### config.mk
export PLATFORM = sky130hd
export DESIGN_NAME = stepper_phase_sequencer_unit
export DESIGN_NICKNAME = d
export VERILOG_FILES = /design/src/sps_pkg.sv /design/src/sps_ram.sv /design/src/sps_step.sv /design/src/stepper_phase_sequencer_unit.sv
export SDC_FILE = /design/constraint.sdc
export NUM_CORES = 1
export LEC_CHECK = 0
export ABC_AREA = 1
export BUFFER_PORTS_ARGS = -buffer_cell sky130_fd_sc_hd__buf_2
export CAP_MARGIN = 40
export CORE_MARGIN = 8
export CORE_UTILIZATION = 60
export CTS_CLUSTER_DIAMETER = 100
export CTS_CLUSTER_SIZE = 16
export DETAILED_ROUTE_END_ITERATION = 7
export PLACE_DENSITY = 0.81
export RECOVER_POWER = 50
export SYNTH_ARGS = -nofsm -noshare
export SYNTH_HDL_FRONTEND = slang
export SYNTH_SLANG_ARGS = --single-unit
### constraint.sdc
create_clock -name clk -period 2.7 [get_ports clk]
set_input_delay 0.405 -clock clk [delete_from_list [all_inputs] [get_ports clk]]
set_output_delay 0.405 -clock clk [all_outputs]
set_load 0.1 [all_outputs]
### src/sps_pkg.sv
package sps_pkg;

	localparam int PhaseW       = 3;
	localparam int PhaseCount   = 8;
	localparam int CoilW        = 4;
	localparam int NumMotorsDef = 2;

	typedef enum logic [1:0] {
		OP_RIGHT = 2'd0,
		OP_LEFT  = 2'd1,
		OP_OFF   = 2'd2
	} op_t;

	typedef enum logic [1:0] {
		MODE_HALF     = 2'd0,
		MODE_FULL_TWO = 2'd1,
		MODE_FULL_ONE = 2'd2
	} mode_t;

	typedef logic [PhaseW-1:0] phase_t;
	typedef logic [CoilW-1:0]  coil_t;

	localparam coil_t CoilTable [PhaseCount] = '{
		coil_t'(1 << 0),
		coil_t'((1 << 0) | (1 << 2)),
		coil_t'(1 << 2),
		coil_t'((1 << 1) | (1 << 2)),
		coil_t'(1 << 1),
		coil_t'((1 << 1) | (1 << 3)),
		coil_t'(1 << 3),
		coil_t'((1 << 0) | (1 << 3))
	};

	function automatic coil_t coil_of(input phase_t ph);
		return CoilTable[ph];
	endfunction

endpackage

### src/sps_ram.sv
module sps_ram #(
	parameter int Width = 3,
	parameter int Depth = 2,
	localparam int AddrW = (Depth > 1) ? $clog2(Depth) : 1
) (
	input  logic             clk,
	input  logic             we,
	input  logic [AddrW-1:0] waddr,
	input  logic [Width-1:0] wdata,
	input  logic             re,
	input  logic [AddrW-1:0] raddr,
	output logic [Width-1:0] rdata
);

	logic [Width-1:0] mem_q [Depth];
	logic [Width-1:0] rdata_q;

	always_ff @(posedge clk) begin
		if (we) begin
			mem_q[waddr] <= wdata;
		end
		if (re) begin
			rdata_q <= mem_q[raddr];
		end
	end

	assign rdata = rdata_q;

endmodule

### src/sps_step.sv
module sps_step
	import sps_pkg::*;
(
	input  logic [1:0] op,
	input  logic [1:0] mode,
	input  phase_t     phase_cur,
	output phase_t     phase_nxt,
	output logic       moves
);

	phase_t ph_right;
	phase_t ph_left;
	phase_t even_dn;
	phase_t even_up;

	assign even_dn = {phase_cur[2:1], 1'b0};
	assign even_up = {phase_t'(phase_cur + phase_t'(1)) & phase_t'(6)};

	always_comb begin
		case (mode)
			MODE_HALF: begin
				ph_right = phase_cur + phase_t'(1);
				ph_left  = phase_cur - phase_t'(1);
			end
			MODE_FULL_TWO: begin
				ph_right = phase_cur[0] ? phase_cur + phase_t'(2) : phase_t'(1);
				ph_left  = phase_cur[0] ? phase_cur - phase_t'(2) : phase_t'(1);
			end
			default: begin
				ph_right = even_dn + phase_t'(2);
				ph_left  = even_up - phase_t'(2);
			end
		endcase
	end

	always_comb begin
		case (op)
			OP_RIGHT: begin
				phase_nxt = ph_right;
				moves     = 1'b1;
			end
			OP_LEFT: begin
				phase_nxt = ph_left;
				moves     = 1'b1;
			end
			default: begin
				phase_nxt = phase_cur;
				moves     = 1'b0;
			end
		endcase
	end

endmodule

### src/stepper_phase_sequencer_unit.sv
// Stepper phase sequencer: one command beat in (op, motor, mode), one result beat out
// (motor_out, coil_pattern). A new command is taken every cycle while the output is not
// stalled; each command passes first the phase memory read, then the phase update, which
// writes back and loads the output register on the same edge. Back-to-back commands to
// the same motor see the phase just written through a forwarding register. Phases read
// as zero after reset through one valid bit per motor; no clearing pass is run.
module stepper_phase_sequencer_unit
	import sps_pkg::*;
#(
	parameter int NUM_MOTORS = NumMotorsDef
) (
	input  logic        clk,
	input  logic        arst_n,
	input  logic        in_valid,
	output logic        in_ready,
	input  logic [1:0]  op,
	input  logic        motor,
	input  logic [1:0]  mode,
	output logic        out_valid,
	input  logic        out_ready,
	output logic        motor_out,
	output logic [3:0]  coil_pattern
);

	localparam int AddrW = (NUM_MOTORS > 1) ? $clog2(NUM_MOTORS) : 1;
	localparam int VldN  = 1 << AddrW;

	logic             acc;
	logic             in_rng;
	logic [AddrW-1:0] in_addr;

	logic             valid_s1;
	logic [1:0]       op_s1;
	logic [1:0]       mode_s1;
	logic             motor_s1;
	logic             rng_s1;
	logic [AddrW-1:0] addr_s1;
	logic             adv_s1;

	logic [VldN-1:0]  vld_q;
	logic             fwd_vld_q;
	logic [AddrW-1:0] fwd_addr_q;
	phase_t           fwd_data_q;

	phase_t           rd_phase;
	phase_t           phase_cur;
	phase_t           phase_nxt;
	logic             moves;
	logic             we;

	logic             out_vld_q;
	logic             motor_q;
	coil_t            coil_q;

	assign in_addr = AddrW'(motor);
	assign in_rng  = (32'(motor) < 32'(NUM_MOTORS));
	assign adv_s1  = valid_s1 && (!out_vld_q || out_ready);
	assign in_ready = !valid_s1 || adv_s1;
	assign acc     = in_valid && in_ready;

	sps_ram #(
		.Width (PhaseW),
		.Depth (NUM_MOTORS)
	) u_phase_ram (
		.clk   (clk),
		.we    (we),
		.waddr (addr_s1),
		.wdata (phase_nxt),
		.re    (acc),
		.raddr (in_addr),
		.rdata (rd_phase)
	);

	always_ff @(posedge clk or negedge arst_n) begin
		if (!arst_n) begin
			valid_s1 <= 1'b0;
		end else if (in_ready) begin
			valid_s1 <= in_valid;
		end
	end

	always_ff @(posedge clk) begin
		if (acc) begin
			op_s1    <= op;
			mode_s1  <= mode;
			motor_s1 <= motor;
			rng_s1   <= in_rng;
			addr_s1  <= in_addr;
		end
	end

	// the read issued with a new beat misses a write on the same edge
	always_ff @(posedge clk or negedge arst_n) begin
		if (!arst_n) begin
			fwd_vld_q <= 1'b0;
		end else if (acc) begin
			fwd_vld_q <= we;
		end
	end

	always_ff @(posedge clk) begin
		if (acc) begin
			fwd_addr_q <= addr_s1;
			fwd_data_q <= phase_nxt;
		end
	end

	always_comb begin
		if (fwd_vld_q && fwd_addr_q == addr_s1) begin
			phase_cur = fwd_data_q;
		end else if (vld_q[addr_s1]) begin
			phase_cur = rd_phase;
		end else begin
			phase_cur = '0;
		end
	end

	sps_step u_step (
		.op        (op_s1),
		.mode      (mode_s1),
		.phase_cur (phase_cur),
		.phase_nxt (phase_nxt),
		.moves     (moves)
	);

	assign we = adv_s1 && moves && rng_s1;

	always_ff @(posedge clk or negedge arst_n) begin
		if (!arst_n) begin
			vld_q <= '0;
		end else if (we) begin
			vld_q[addr_s1] <= 1'b1;
		end
	end

	always_ff @(posedge clk or negedge arst_n) begin
		if (!arst_n) begin
			out_vld_q <= 1'b0;
		end else if (adv_s1) begin
			out_vld_q <= 1'b1;
		end else if (out_ready) begin
			out_vld_q <= 1'b0;
		end
	end

	always_ff @(posedge clk) begin
		if (adv_s1) begin
			motor_q <= motor_s1;
			coil_q  <= (moves && rng_s1) ? coil_of(phase_nxt) : '0;
		end
	end

	assign out_valid    = out_vld_q;
	assign motor_out    = motor_q;
	assign coil_pattern = coil_q;

	a_off_zero: assert property (@(posedge clk) disable iff (!arst_n)
		adv_s1 && !(moves && rng_s1) |=> coil_pattern == '0)
		else $error("coils off beat drove a pattern");

	a_wr_valid: assert property (@(posedge clk) disable iff (!arst_n)
		we |=> vld_q[$past(addr_s1)])
		else $error("written phase entry not marked valid");

	a_two_odd: assert property (@(posedge clk) disable iff (!arst_n)
		we && mode_s1 == MODE_FULL_TWO |-> phase_nxt[0])
		else $error("two winding step left an even phase");

	a_one_even: assert property (@(posedge clk) disable iff (!arst_n)
		we && mode_s1 != MODE_HALF && mode_s1 != MODE_FULL_TWO |-> !phase_nxt[0])
		else $error("one winding step left an odd phase");

	a_coil_shape: assert property (@(posedge clk) disable iff (!arst_n)
		out_vld_q && coil_q != '0 |-> $countones(coil_q) == 1 || $countones(coil_q) == 2)
		else $error("coil pattern drives too many windings");

endmodule
### Word level (Yosys, flattened, before mapping)

Memories as Yosys holds them, arrays and structs flattened. A register that Yosys moved wholly into a read port is not among the register bits.
Index checks and enable logic that the tools add are counted.

* input bits: 9
* memories kept: 2
* word-level logic and storage cells: 55
* bits in registers: 15
* output and inout port bits: 7
* bits in read-only memories: 32
* RAM bits: 6

Memories
* (name not given): words 8, bits a word 4, rd ports 1, clocked after Yosys merged registers in 1, write ports 0, line sps_pkg.sv:35 `return CoilTable[ph];`
* u_phase_ram.mem_q: words 2, bits a word 3, rd ports 1, clocked after Yosys merged registers in 1, write ports 1, line sps_ram.sv:15 `logic [Width-1:0] mem_q [Depth];`

* add/sub/neg operators: 6
* reductions and logical operators: 14
* muxes and demuxes: 16
* eq/ne operators: 3
* bitwise gates (word level): 2
* order comparisons: 2

Operators by type and width (count)
* $pmux W3 S2: 3
* $mux W3: 4
* $mux W1: 8
* $add A3 B2 Y3 const B: 2
* $sub A3 B2 Y3 const B: 2
* $logic_and A1 B1 Y1: 5
* $eq A2 B1 Y1 const B: 2
* $logic_not A2 Y1: 2
* $not A3 Y4: 1
* $add A3 B1 Y3 const B: 1
* $logic_not A1 Y1: 3
* $sub A3 B1 Y3 const B: 1
* $logic_or A1 B1 Y1: 2
* $lt A1 B2 Y1 const B: 1
* $or A2 B2 Y2: 1
* $reduce_bool A2 Y1: 1
* $reduce_or A2 Y1: 1
* $demux W1 S1: 1
* $eq A1 B1 Y1: 1
* $ge A1 B1 Y1 const B: 1

### Longest topological paths before layout

Gate-level depths: netlist of run 1.

* word-level depth: 9
* depth in mapped cells: 17
* depth with buffers taken out: 17

### Hierarchy

Synthesis of run 1 repeated with hierarchy kept, for this count alone.

* cell total of the unflattened synthesis: 146
* area, all modules: 1361.3 µm²

Modules (own cells, without submodules)
* stepper_phase_sequencer_unit: instances 1, area each 772.0 µm², sequential area each 545.5 µm², cells an instance 70
* sps_ram: instances 1, area each 322.8 µm², sequential area each 270.3 µm², cells an instance 23
* sps_step: instances 1, area each 266.5 µm², sequential area each 0.0 µm², cells an instance 53

### Worst setup path before layout of run 1

No wires, ideal clock.

* kind: register -> register
* start point: register out_vld_q (netlist: out_valid)
* end point: register addr_s1, enable pin
* slack: -0.073 ns
* library setup time: 0.298 ns
* path buffers: 0
* stages on the path, launching flop included: 4
* period minus slack after synthesis: 2.773 ns
* arrival: 2.474 ns
* data required time: 2.402 ns
* path through: dfrtp_1 -> nand3_1 -> nand2_1 -> inv_1

* cells in the longest elaborated chain, start to end: 5

RTL lines
* start: declaration: line stepper_phase_sequencer_unit.sv:51 `logic out_vld_q;`
* start signal: assignment: line stepper_phase_sequencer_unit.sv:138 `out_vld_q <= 1'b0;`
* start signal: assignment: line stepper_phase_sequencer_unit.sv:140 `out_vld_q <= 1'b1;`
* start signal: assignment: line stepper_phase_sequencer_unit.sv:142 `out_vld_q <= 1'b0;`
* $logic_not A1 Y1: line stepper_phase_sequencer_unit.sv:57 `assign adv_s1 = valid_s1 && (!out_vld_q || out_ready);`
* $logic_or A1 B1 Y1: line stepper_phase_sequencer_unit.sv:57
* $logic_and A1 B1 Y1: line stepper_phase_sequencer_unit.sv:57
* $logic_or A1 B1 Y1: line stepper_phase_sequencer_unit.sv:58 `assign in_ready = !valid_s1 || adv_s1;`
* net in_ready: line stepper_phase_sequencer_unit.sv:15 `output logic in_ready,`
* $logic_and A1 B1 Y1: line stepper_phase_sequencer_unit.sv:59 `assign acc = in_valid && in_ready;`
* net acc: line stepper_phase_sequencer_unit.sv:28 `logic acc;`
* end signal: assignment: line stepper_phase_sequencer_unit.sv:88 `addr_s1 <= in_addr;`
* end: declaration: line stepper_phase_sequencer_unit.sv:37 `logic [AddrW-1:0] addr_s1;`

The timed path passes the listed nets, and every way through them passes these cells.
A chain may end at the register's enable or synchronous reset.

### Worst setup path in the final report of run 1

* start point: register addr_s1
* end point: register coil_q[3] (netlist: coil_pattern[3]) (data pin)

* cells in the longest elaborated chain, start to end: 9
* elaborated cells on any way between the ends: 18
* classes of those cells: add/sub: 6; eq/ne: 1; mux: 9; bitwise: 1; reduce/logical: 1

RTL lines
* $mux W1 (implied by the code) (2 in series): line stepper_phase_sequencer_unit.sv:111 `end else if (vld_q[addr_s1]) begin`
* $mux W3: line stepper_phase_sequencer_unit.sv:111
* $mux W3 (*): line stepper_phase_sequencer_unit.sv:109 `if (fwd_vld_q && fwd_addr_q == addr_s1) begin`
* $sub A3 B2 Y3 or $add A3 B2 Y3 (tied branches): line sps_step.sv:27, sps_step.sv:26
* $mux W3, on equally long branches: line sps_step.sv:27, sps_step.sv:26
* $pmux W3 S2: line sps_step.sv:20 `case (mode)`
* $pmux W3 S2 (*): line sps_step.sv:37 `case (op)`
* net phase_nxt[0]: line stepper_phase_sequencer_unit.sv:47 `phase_t phase_nxt;`
* $not A3 Y4 (implied by the code) (*): line sps_pkg.sv:35
* end: declaration: line stepper_phase_sequencer_unit.sv:53 `coil_t coil_q;`

Mark *: on every way through the listed nets, which the timed path passes. The rest lies on a longest branch. The select of a mux whose other input is x is not followed.

==> reports/metrics.cfg, run 1 <==
[cts]
clk_latency_ns = 0.33
cts_resized = 0
cts_max_level = 1
cts-buffers-inserted = 3
post_cts_buffers = 0
clk_pin_slew_ns = 0.15
cts_tree = yes
cts-root-buf = clkbuf_4
cts.sinks = 28
clock_path_buffers = 2

[power_and_ir_drop]
p_per_area_nw_per_um2 = 656
p_leak_nw = 0.750
pwr-share-comb_pct = 23.7
pwr-share-clk_pct = 25.9
p_sw_share_pct = 31.4
seqPwrFrac_pct = 50.4
switchingPower_w = 0.000328
peakVddDrop_v = 0.000473
power.internal_w = 0.000717

[logic_synthesis]
synthesis.area_um2 = 1420
synth_cell_types = 18
post_synth.cell_area_avg_um2 = 9.28
syn_inst = 153
yosys.area.top_type = edfxtp_1
synth_top_area_share_pct = 48.6
seq_area_frac_synth_pct = 57.4
yosys_warnings = 0
ys_seq_elements = 28
synth_nets = 162
synth.area.top_cells = edfxtp_1, nand2_1, dfrtp_1, nand3_1, inv_1

[die]
ios = 16
die_y_um = 64.7
fp-row-count = 17
chipWidth_um = 64.7
die-area_um2 = 4180
core_area_um2 = 2230
start_util_pct = 63.6

[layout]
diodes = 0
final_common_cell = nand2_1
drive_gt1_share_pct = 19.5
nets = 184
fin_cells = 202
most-common-layout-cells = nand2_1, inv_1, edfxtp_1, nand3_1, nor2_1
synthToLayoutAreaGrowth_pct = 12.2

[timing]
slew_violations = 0
hold_violations = 0
fmax_mhz = 468
min_period_ns = 2.13
holdWs_ns = 0.243
worstMarginPinSlew_ns = 0.799
fin_tns_setup_ns = 0
period_share_pct = 79.1
finalSetupViolCount = 0
max_slew_margin_pct = 46.2
grt_setup_unrepaired = false
finClkSkew_ns = 0.00432

[route]
drtIter0Drc = 44
drc = 0
via_per_inst = 5.49
totalWireLength_um = 2720
dr.pass1.iters = 4
via_count = 1109
route.detailed.wl_per_inst_um = 13.4
antenna_left = 0

[critical_path]
crit_fanout = 7
worstPathCellList = nand2_1 -> nand3_4 -> nand2_2 -> nand2_4 -> o21ai_0 -> o21ai_0 -> inv_1
endpoint_kind = flip-flop
crit_path_top_delay_cell = o21ai_0
crit_arrival_ns = 2.34
path_class = flip-flop to flip-flop
cp_common_cell = o21ai_0
required_ns = 2.91
max_stage_delay_ns = 0.65
worstRegToRegCells = 7
critPathLaunchType = flip-flop

[grt]
antenna_found_initial = 0
grt_pass1_wl_um = 4690
grt_max_degree = 17
grt_pass1_vias = 1133
grt_usage_pct = 13.9
overflow = 0

[hold_path]
hp-class = primary input to flip-flop
hold_depth = 1

[placement]
io_buffers = 15
place_inst = 197
gp_congestion = 0.869
hpwlAfterDp_um = 2180

[flow_run]
maxCapViolCount = 0

[outcome]
status = completed

[sequential cells by signal, summed over array words and instances, names as in the netlist]
name / cells
valid_s1: 1
op_s1: 2
u_phase_ram.mem_q: 6
motor_out: 1
mode_s1: 2
addr_s1: 1
out_valid: 1
coil_pattern: 4
u_phase_ram.rdata: 3
fwd_addr_q: 1
vld_q: 2
fwd_vld_q: 1
fwd_data_q: 3
[worst max-delay path: cells and delay by family, from the launching register on]
kind,cells,cell delay (ns)
AO/OA/AOI/OAI,2,0.86
AND/OR/NAND/NOR,4,0.57
flip-flops,1,0.51
buffers and inverters,1,0.08
[routing by layer]
metal	global-route usage [%]	vias to the layer above	wire, µm
li1	-	547	-
met1	15.3	511	1140
met2	24.7	42	1330
met3	3.26	9	190
met4	6.27	0	53
met5	0	-	0
[power by group through the flow]
stage | sequential [W] | combinational (W) | clock, W
2_1_floorplan | 0.000603 | 0.000129 | 0
3_5_place_dp | 0.000537 | 0.000248 | 0
3_3_place_gp | 0.000535 | 0.000242 | 0
4_1_cts | 0.000528 | 0.000251 | 0.000274
5_1_grt | 0.000531 | 0.000273 | 0.000284
6_report | 0.000527 | 0.000248 | 0.000271
[repair_timing]
item,4_1_cts,5_1_grt
hold endpoints to repair,5,0
setup endpoints to repair,0,0
hold buffers,1,0
[cell families (layout without fill, tap and decap cells)]
logic type | after synthesis | after routing | synth area share (%)
and+or+nand+nor | 90 | 90 | 30.6
buffers and inverters | 24 | 45 | 6.34
DFF | 28 | 28 | 57.4
AOI/OAI and AO/OA | 8 | 8 | 3.26
muxes | 3 | 3 | 2.38
[synth_stat cells (all sizes together)]
master	number
inv	24
nand4	5
o21ai	6
a21oi	1
dfrtp	5
nand3	21
nand2	47
edfxtp	23
nor2	17
o211ai	1
mux2	3
[metrics by stage]
stage	area, µm²	power, W	setup slack, ns	util [%]
finish	1590	0.00105	0.565	71.4
global route	1590	0.00109	0.358	71.4
CTS	1610	0.00105	0.567	71.9
detailed placement	1540	0.000785	0.596	69.1
global placement	1540	0.000777	0.711	69.1
floorplan	1430	0.000732	0.294	-
[layout make-up]
type	instances	area [µm²]
clock inverter	1	30.0
sequential	28	816
clock buffer	3	22.5
timing repair buffer	17	86.3
tap	28	35.0
fill	186	639
multi-input combinational	101	514
inverter	24	90.1
[path summary, 6_finish.rpt]
check / from / endpoint / slack [ns]
worst min-delay path: op[1] / op_s1[1]$_DFFE_PP_ / 0.24
max in group asynchronous: arst_n / valid_s1$_DFFE_PN0N_ / 2.06
worst min register to register: vld_q[1]$_DFFE_PN0P_ / vld_q[1]$_DFFE_PN0P_ / 0.49
worst max-delay path: addr_s1$_DFFE_PP_ / coil_pattern[3]$_SDFFCE_PP0P_ / 0.57
min in group asynchronous: arst_n / vld_q[1]$_DFFE_PN0P_ / 0.43
worst max register to register: addr_s1$_DFFE_PP_ / coil_pattern[3]$_SDFFCE_PP0P_ / 0.57
Note: power is estimated with default switching activity, not from simulation.
==> run 2: changes to the inputs <==
Settings changed: CORE_UTILIZATION 60 to 51, PLACE_DENSITY 0.81 to 0.74.
Clock period 2.7 ns to 1.9 ns, I/O delays scaled along.
==> run 2 against run 1 <==
Effect of this change:
- the flow now finishes with violations (setup timing)
- power up 52%
- worst setup slack worse by 0.68 ns
- hold slack worse by 0.12 ns
- via count up 5.4%
- critical endpoint is now coil_pattern[1]$_SDFFCE_PP0P_
- highest routed layer unchanged
==> reports/metrics.cfg, run 2 (synthesized netlist as in run 1, its figures left out) <==
[layout]
nets = 197
synthToLayoutAreaGrowth_pct = 26.3
largest_reg_flops = 6
fin_cells = 218
largest-register = u_phase_ram.mem_q
fin_util_pct = 66.2
most-common-layout-cells = nand2_1, edfxtp_1, inv_1, nand2_2, nand3_1
drive_gt1_share_pct = 38.5
final_common_cell = nand2_1
diodes = 0

[grt]
use_met1_pct = 17.3
grtUsageMet2_pct = 28.9
overflow = 0
grt_max_degree = 17
grt.busiest_layer = met2
grt_pass1_wl_um = 5620
grt_usage_pct = 15.7
grt_pass1_vias = 1207
antenna_found_initial = 0
use_met3_pct = 3.07

[route]
via_per_inst = 5.36
drc = 0
via_count = 1169
drtIter0Drc = 110
antenna_left = 0
totalWireLength_um = 3220
route.detailed.wl_per_inst_um = 14.8
dr.pass1.iters = 6

[cts]
cts_tree = yes
clock_path_buffers = 2
cts-buffers-inserted = 3
cts_max_level = 1
clk_latency_ns = 0.32
cts-root-buf = clkbuf_4
clk_pin_slew_ns = 0.15
cts.sinks = 28

[critical_path]
crit_arrival_ns = 2.12
crit_fanout = 5
path_class = flip-flop to flip-flop
endpoint_kind = flip-flop
worstRegToRegCells = 16
r2r_slack_ns = -0.11
r2r_end = coil_pattern[1]$_SDFFCE_PP0P_
critPathLaunchType = flip-flop
required_ns = 2.01
r2r-start = addr_s1$_DFFE_PP_

[timing]
holdWs_ns = 0.121
max_slew_margin_pct = 67.6
worstMarginPinSlew_ns = 0.483
finClkSkew_ns = 0.00417
finalSetupViolCount = 10
period_share_pct = 106
min_period_ns = 2.01
slew_violations = 0
fmax_mhz = 497
hold_violations = 0
grt_setup_unrepaired = true
final.setup.worst_slack_ns = -0.114

[hold_path]
hold_depth = 1
holdPathEnd = op_s1[0]$_DFFE_PP_
hp-class = primary input to flip-flop
hold_start = op[0]

[die]
fp-row-count = 19
ios = 16
die-area_um2 = 4730
core_area_um2 = 2710
chipWidth_um = 68.8
start_util_pct = 52.4
die_y_um = 68.8

[placement]
gp_congestion = 0.901
hpwlAfterDp_um = 2270
io_buffers = 15
pre_cts_slack_ns = -0.130
place_inst = 207

[outcome]
violations = setup timing
status = finished, violations left

[flow_run]
maxCapViolCount = 0

[power_and_ir_drop]
peakVddDrop_v = 0.000690
p_per_area_nw_per_um2 = 884
p_leak_nw = 0.843
power.total_w = 0.00159

==> run 2: cell types whose count changed in the layout (fill, tap and decap cells not counted), sizes merged <==
cell / previous run / this run
clkbuf: 6 / 5
buf: 13 / 27
==> run 2: worst max-delay path: stages (launching register included) <==
cell,delay (ns)
edfxtp_1,0.50
inv_2,0.14
nand2_2,0.08
nand2_2,0.09
nor2_1,0.05
nand2_1,0.10
nand2_4,0.09
nand2_2,0.09
nand2_1,0.07
nand3_1,0.07
nand2_1,0.07
nand2_2,0.10
nand2_2,0.09
nor2_4,0.12
nand2_1,0.05
nand2_1,0.06
inv_1,0.04
==> run 2: per-layer routing <==
layer  up-vias  wire length [µm]
met5         -                 0
met4         0                65
met3         9               249
met2        55              1670
met1       529              1230
li1        576                 -
==> run 2: area by class of cell <==
class / instances / area (µm²)
Fill cell: 223 / 916
Inverter: 24 / 90.1
Timing Repair Buffer: 30 / 191
Sequential cell: 28 / 817
Clock inverter: 1 / 30.0
Clock buffer: 3 / 22.5
Multi-Input combinational cell: 101 / 604
Tap cell: 31 / 38.8
==> run 2: power by group <==
group	internal, W	leakage [nW]	switching [W]
clock	0.000213	0.0279	0.000171
sequential	0.000724	0.271	0.0000266
combinational	0.000135	0.545	0.000316
==> run 2: per-stage QoR <==
step,setup TNS [ns],area [µm²]
after floorplan,0,1430
after global placement,-0.0757,1610
after detailed placement,-0.712,1610
after CTS,-0.0998,1770
after global routing,-1.76,1790
final,-0.689,1790
==> run 2: worst max-delay path by stage <==
stage / slack, ns / end / start
after detailed placement: -0.13 / coil_pattern[1]$_SDFFCE_PP0P_ / addr_s1$_DFFE_PP_
after floorplan: 0.07 / coil_pattern[1]$_SDFFCE_PP0P_ / addr_s1$_DFFE_PP_
after CTS: -0.05 / coil_pattern[0]$_SDFFCE_PP0P_ / addr_s1$_DFFE_PP_
final: -0.11 / coil_pattern[1]$_SDFFCE_PP0P_ / addr_s1$_DFFE_PP_
after global placement: -0.04 / coil_pattern[3]$_SDFFCE_PP0P_ / addr_s1$_DFFE_PP_
after global routing: -0.22 / coil_pattern[1]$_SDFFCE_PP0P_ / addr_s1$_DFFE_PP_
==> run 2: repair_timing <==
action                     4_1_cts  5_1_grt
setup buffers                    4        2
setup endpoints to repair       13       13
hold buffers                     1        0
pin swaps                       19        2
hold endpoints to repair         5        0
gates resized for setup         23        7
==> run 3: changes to the inputs <==
Settings changed: CELL_PAD_IN_SITES_DETAIL_PLACEMENT from default to 1, CELL_PAD_IN_SITES_GLOBAL_PLACEMENT from default to 1, CORE_UTILIZATION 51 to 39, PLACE_DENSITY 0.74 to default, PLACE_DENSITY_LB_ADDON from default to 0.1.
==> run 3 against run 2 <==
Effect of this change:
- the run still ends with setup timing left
- non-clock buffer count is 6 higher
- first-iteration DRC count is 88% lower
- global-route usage decreased by 4.0 points
- via count up 0.34%
- hold slack got worse by 0.0019 ns
- fmax is 1.9% higher
- final cell count rose by 11%
- sequential power about the same
- combinational power up 6.4%
==> reports/metrics.cfg, run 3 (synthesized netlist as in run 1, its figures left out) <==
[route]
wl_met1_um = 1660
via_count = 1173
route.detailed.wl_per_inst_um = 14.1
antenna_left = 0
totalWireLength_um = 3390
via_per_inst = 4.87
wl_met2_um = 1630
dr.pass1.iters = 4
highest_layer = met4
drc = 0
wl_met3_um = 60
drtIter0Drc = 13

[die]
start_util_pct = 39.7
core_area_um2 = 3580
ios = 16
fp-row-count = 22
die-area_um2 = 5830
die_y_um = 76.3
chipWidth_um = 76.3

[power_and_ir_drop]
pwr-share-clk_pct = 23.9
seqPwrFrac_pct = 46.5
p_leak_nw = 0.900
pwr-share-comb_pct = 29.6
power.internal_w = 0.00109
p_sw_share_pct = 32.6
power.total_w = 0.00162
switchingPower_w = 0.000528
p_per_area_nw_per_um2 = 842
peakVddDrop_v = 0.000627

[critical_path]
max_stage_delay_ns = 0.49
required_ns = 2.01
crit_path_top_delay_cell = edfxtp_1
endpoint_kind = flip-flop
worstPathCellList = inv_2 -> nand2_4 -> nand3_4 -> nand2_2 -> nand2_4 -> nand2_1 -> nand3_1 -> nand2_2 -> nand2_4 -> nand2_2 -> nor2_4 -> nand2_1 -> nand2_1 -> inv_1
path_class = flip-flop to flip-flop
crit_fanout = 6
critPathLaunchType = flip-flop
crit_path_end = coil_pattern[1]$_SDFFCE_PP0P_
r2r_end = coil_pattern[1]$_SDFFCE_PP0P_
path_buf_inv = 2
crit_arrival_ns = 2.09
crit_start = addr_s1$_DFFE_PP_
worstRegToRegCells = 14
crit_family = simple AND/OR/NAND/NOR gates
cp.depth = 14
r2r_slack_ns = -0.08
r2r-start = addr_s1$_DFFE_PP_

[cts]
cts_max_level = 1
clk_pin_slew_ns = 0.15
cts-root-buf = clkbuf_4
cts_tree = yes
cts.sinks = 28
cts-buffers-inserted = 3
clk_latency_ns = 0.33
clock_path_buffers = 2

[timing]
holdWs_ns = 0.119
min_period_ns = 1.98
slew_violations = 0
finClkSkew_ns = 0.00326
grt_setup_unrepaired = true
final.setup.worst_slack_ns = -0.0766
finalSetupViolCount = 9
fmax_mhz = 506
hold_violations = 0
max_slew_margin_pct = 67.3
period_share_pct = 104
worstMarginPinSlew_ns = 0.493

[layout]
most-common-layout-cells = edfxtp_1, inv_1, nand2_1, buf_4, nand2_2
largest_reg_flops = 6
nets = 203
seq_area_um2 = 817
fin_util_pct = 53.8
diodes = 0
synthToLayoutAreaGrowth_pct = 35.7
design_area_um2 = 1930
final_common_cell = edfxtp_1
largest-register = u_phase_ram.mem_q
multiInputGateArea_um2 = 664
fillers = 422
drive_gt1_share_pct = 44.0
fin_cells = 241

[grt]
grt_max_degree = 17
antenna_found_initial = 0
grt_pass1_wl_um = 5710
grt_pass1_vias = 1201
overflow = 0
grt_usage_pct = 11.7

[placement]
hpwlAfterDp_um = 2530
placed_area_um2 = 1660
io_buffers = 15
place_inst = 228
gp_congestion = 0.807

[hold_path]
hp-class = primary input to flip-flop

[outcome]
status = finished, violations left
violations = setup timing

[flow_run]
maxCapViolCount = 0

[run 3: cell count changes in the layout (fill, tap and decap cells not counted), moves of 2 or more]
cell / previous run / this run
buf_4: 13 / 18
nand2_1: 27 / 22
nand2_4: 5 / 9
inv_2: 3 / 1
nand3_1: 14 / 12
nand3_4: 1 / 3
[run 3: what timing repair did]
action	4_1_cts	5_1_grt
pin swaps	16	13
resized for setup	27	16
setup buffers	4	4
hold buffers	1	0
setup endpoints to repair	10	10
hold endpoints to repair	5	0
[run 3: worst min path at each step]
stage / from / endpoint / cells after the start
6_report: mode[0] / mode_s1[0]$_DFFE_PP_ / 1
5_1_grt: op[0] / op_s1[0]$_DFFE_PP_ / 1
4_1_cts: mode[0] / mode_s1[0]$_DFFE_PP_ / 1
3_5_place_dp: arst_n / valid_s1$_DFFE_PN0N_ / 1
3_3_place_gp: arst_n / valid_s1$_DFFE_PN0N_ / 1
2_1_floorplan: arst_n / fwd_vld_q$_DFFE_PN0P_ / 0
[run 3: metrics by stage]
step	setup TNS, ns	worst slack [ns]
finish	-0.438	-0.0766
CTS	-0.248	-0.0828
floorplan	0	0.0716
global placement	-0.288	-0.105
global route	-1.56	-0.191
detailed placement	-0.863	-0.172
[run 3: power by group through the flow]
stage / registers, W / clock network [W] / logic, W
finish: 0.000754 / 0.000387 / 0.000480
global route: 0.000760 / 0.000417 / 0.000518
CTS: 0.000754 / 0.000394 / 0.000445
detailed placement: 0.000765 / 0 / 0.000394
global placement: 0.000764 / 0 / 0.000388
floorplan: 0.000859 / 0 / 0.000185
[run 3: final cells by class]
class | instances | area share (%)
clock buffer | 3 | 1.17
multi-input combinational | 101 | 34.5
tap | 48 | 3.12
sequential | 28 | 42.4
timing repair buffer | 36 | 12.5
clock inverter | 1 | 1.56
inverter | 24 | 4.81
[run 3: worst reg2reg max path, stage by stage (launching register included)]
cell      delay (ns)
edfxtp_1        0.49
inv_2           0.15
nand2_4         0.09
nand3_4         0.13
nand2_2         0.09
nand2_4         0.12
nand2_1         0.09
nand3_1         0.10
nand2_2         0.09
nand2_4         0.10
nand2_2         0.08
nor2_4          0.09
nand2_1         0.05
nand2_1         0.05
inv_1           0.04
[run 3: routing by layer]
| metal | vias up | GRT usage (%) |
|---|---|---|
| met1 | 561 | 15.4 |
| met5 | - | 0 |
| met3 | 5 | 1.53 |
| li1 | 592 | - |
| met2 | 15 | 19.4 |
| met4 | 0 | 3.46 |
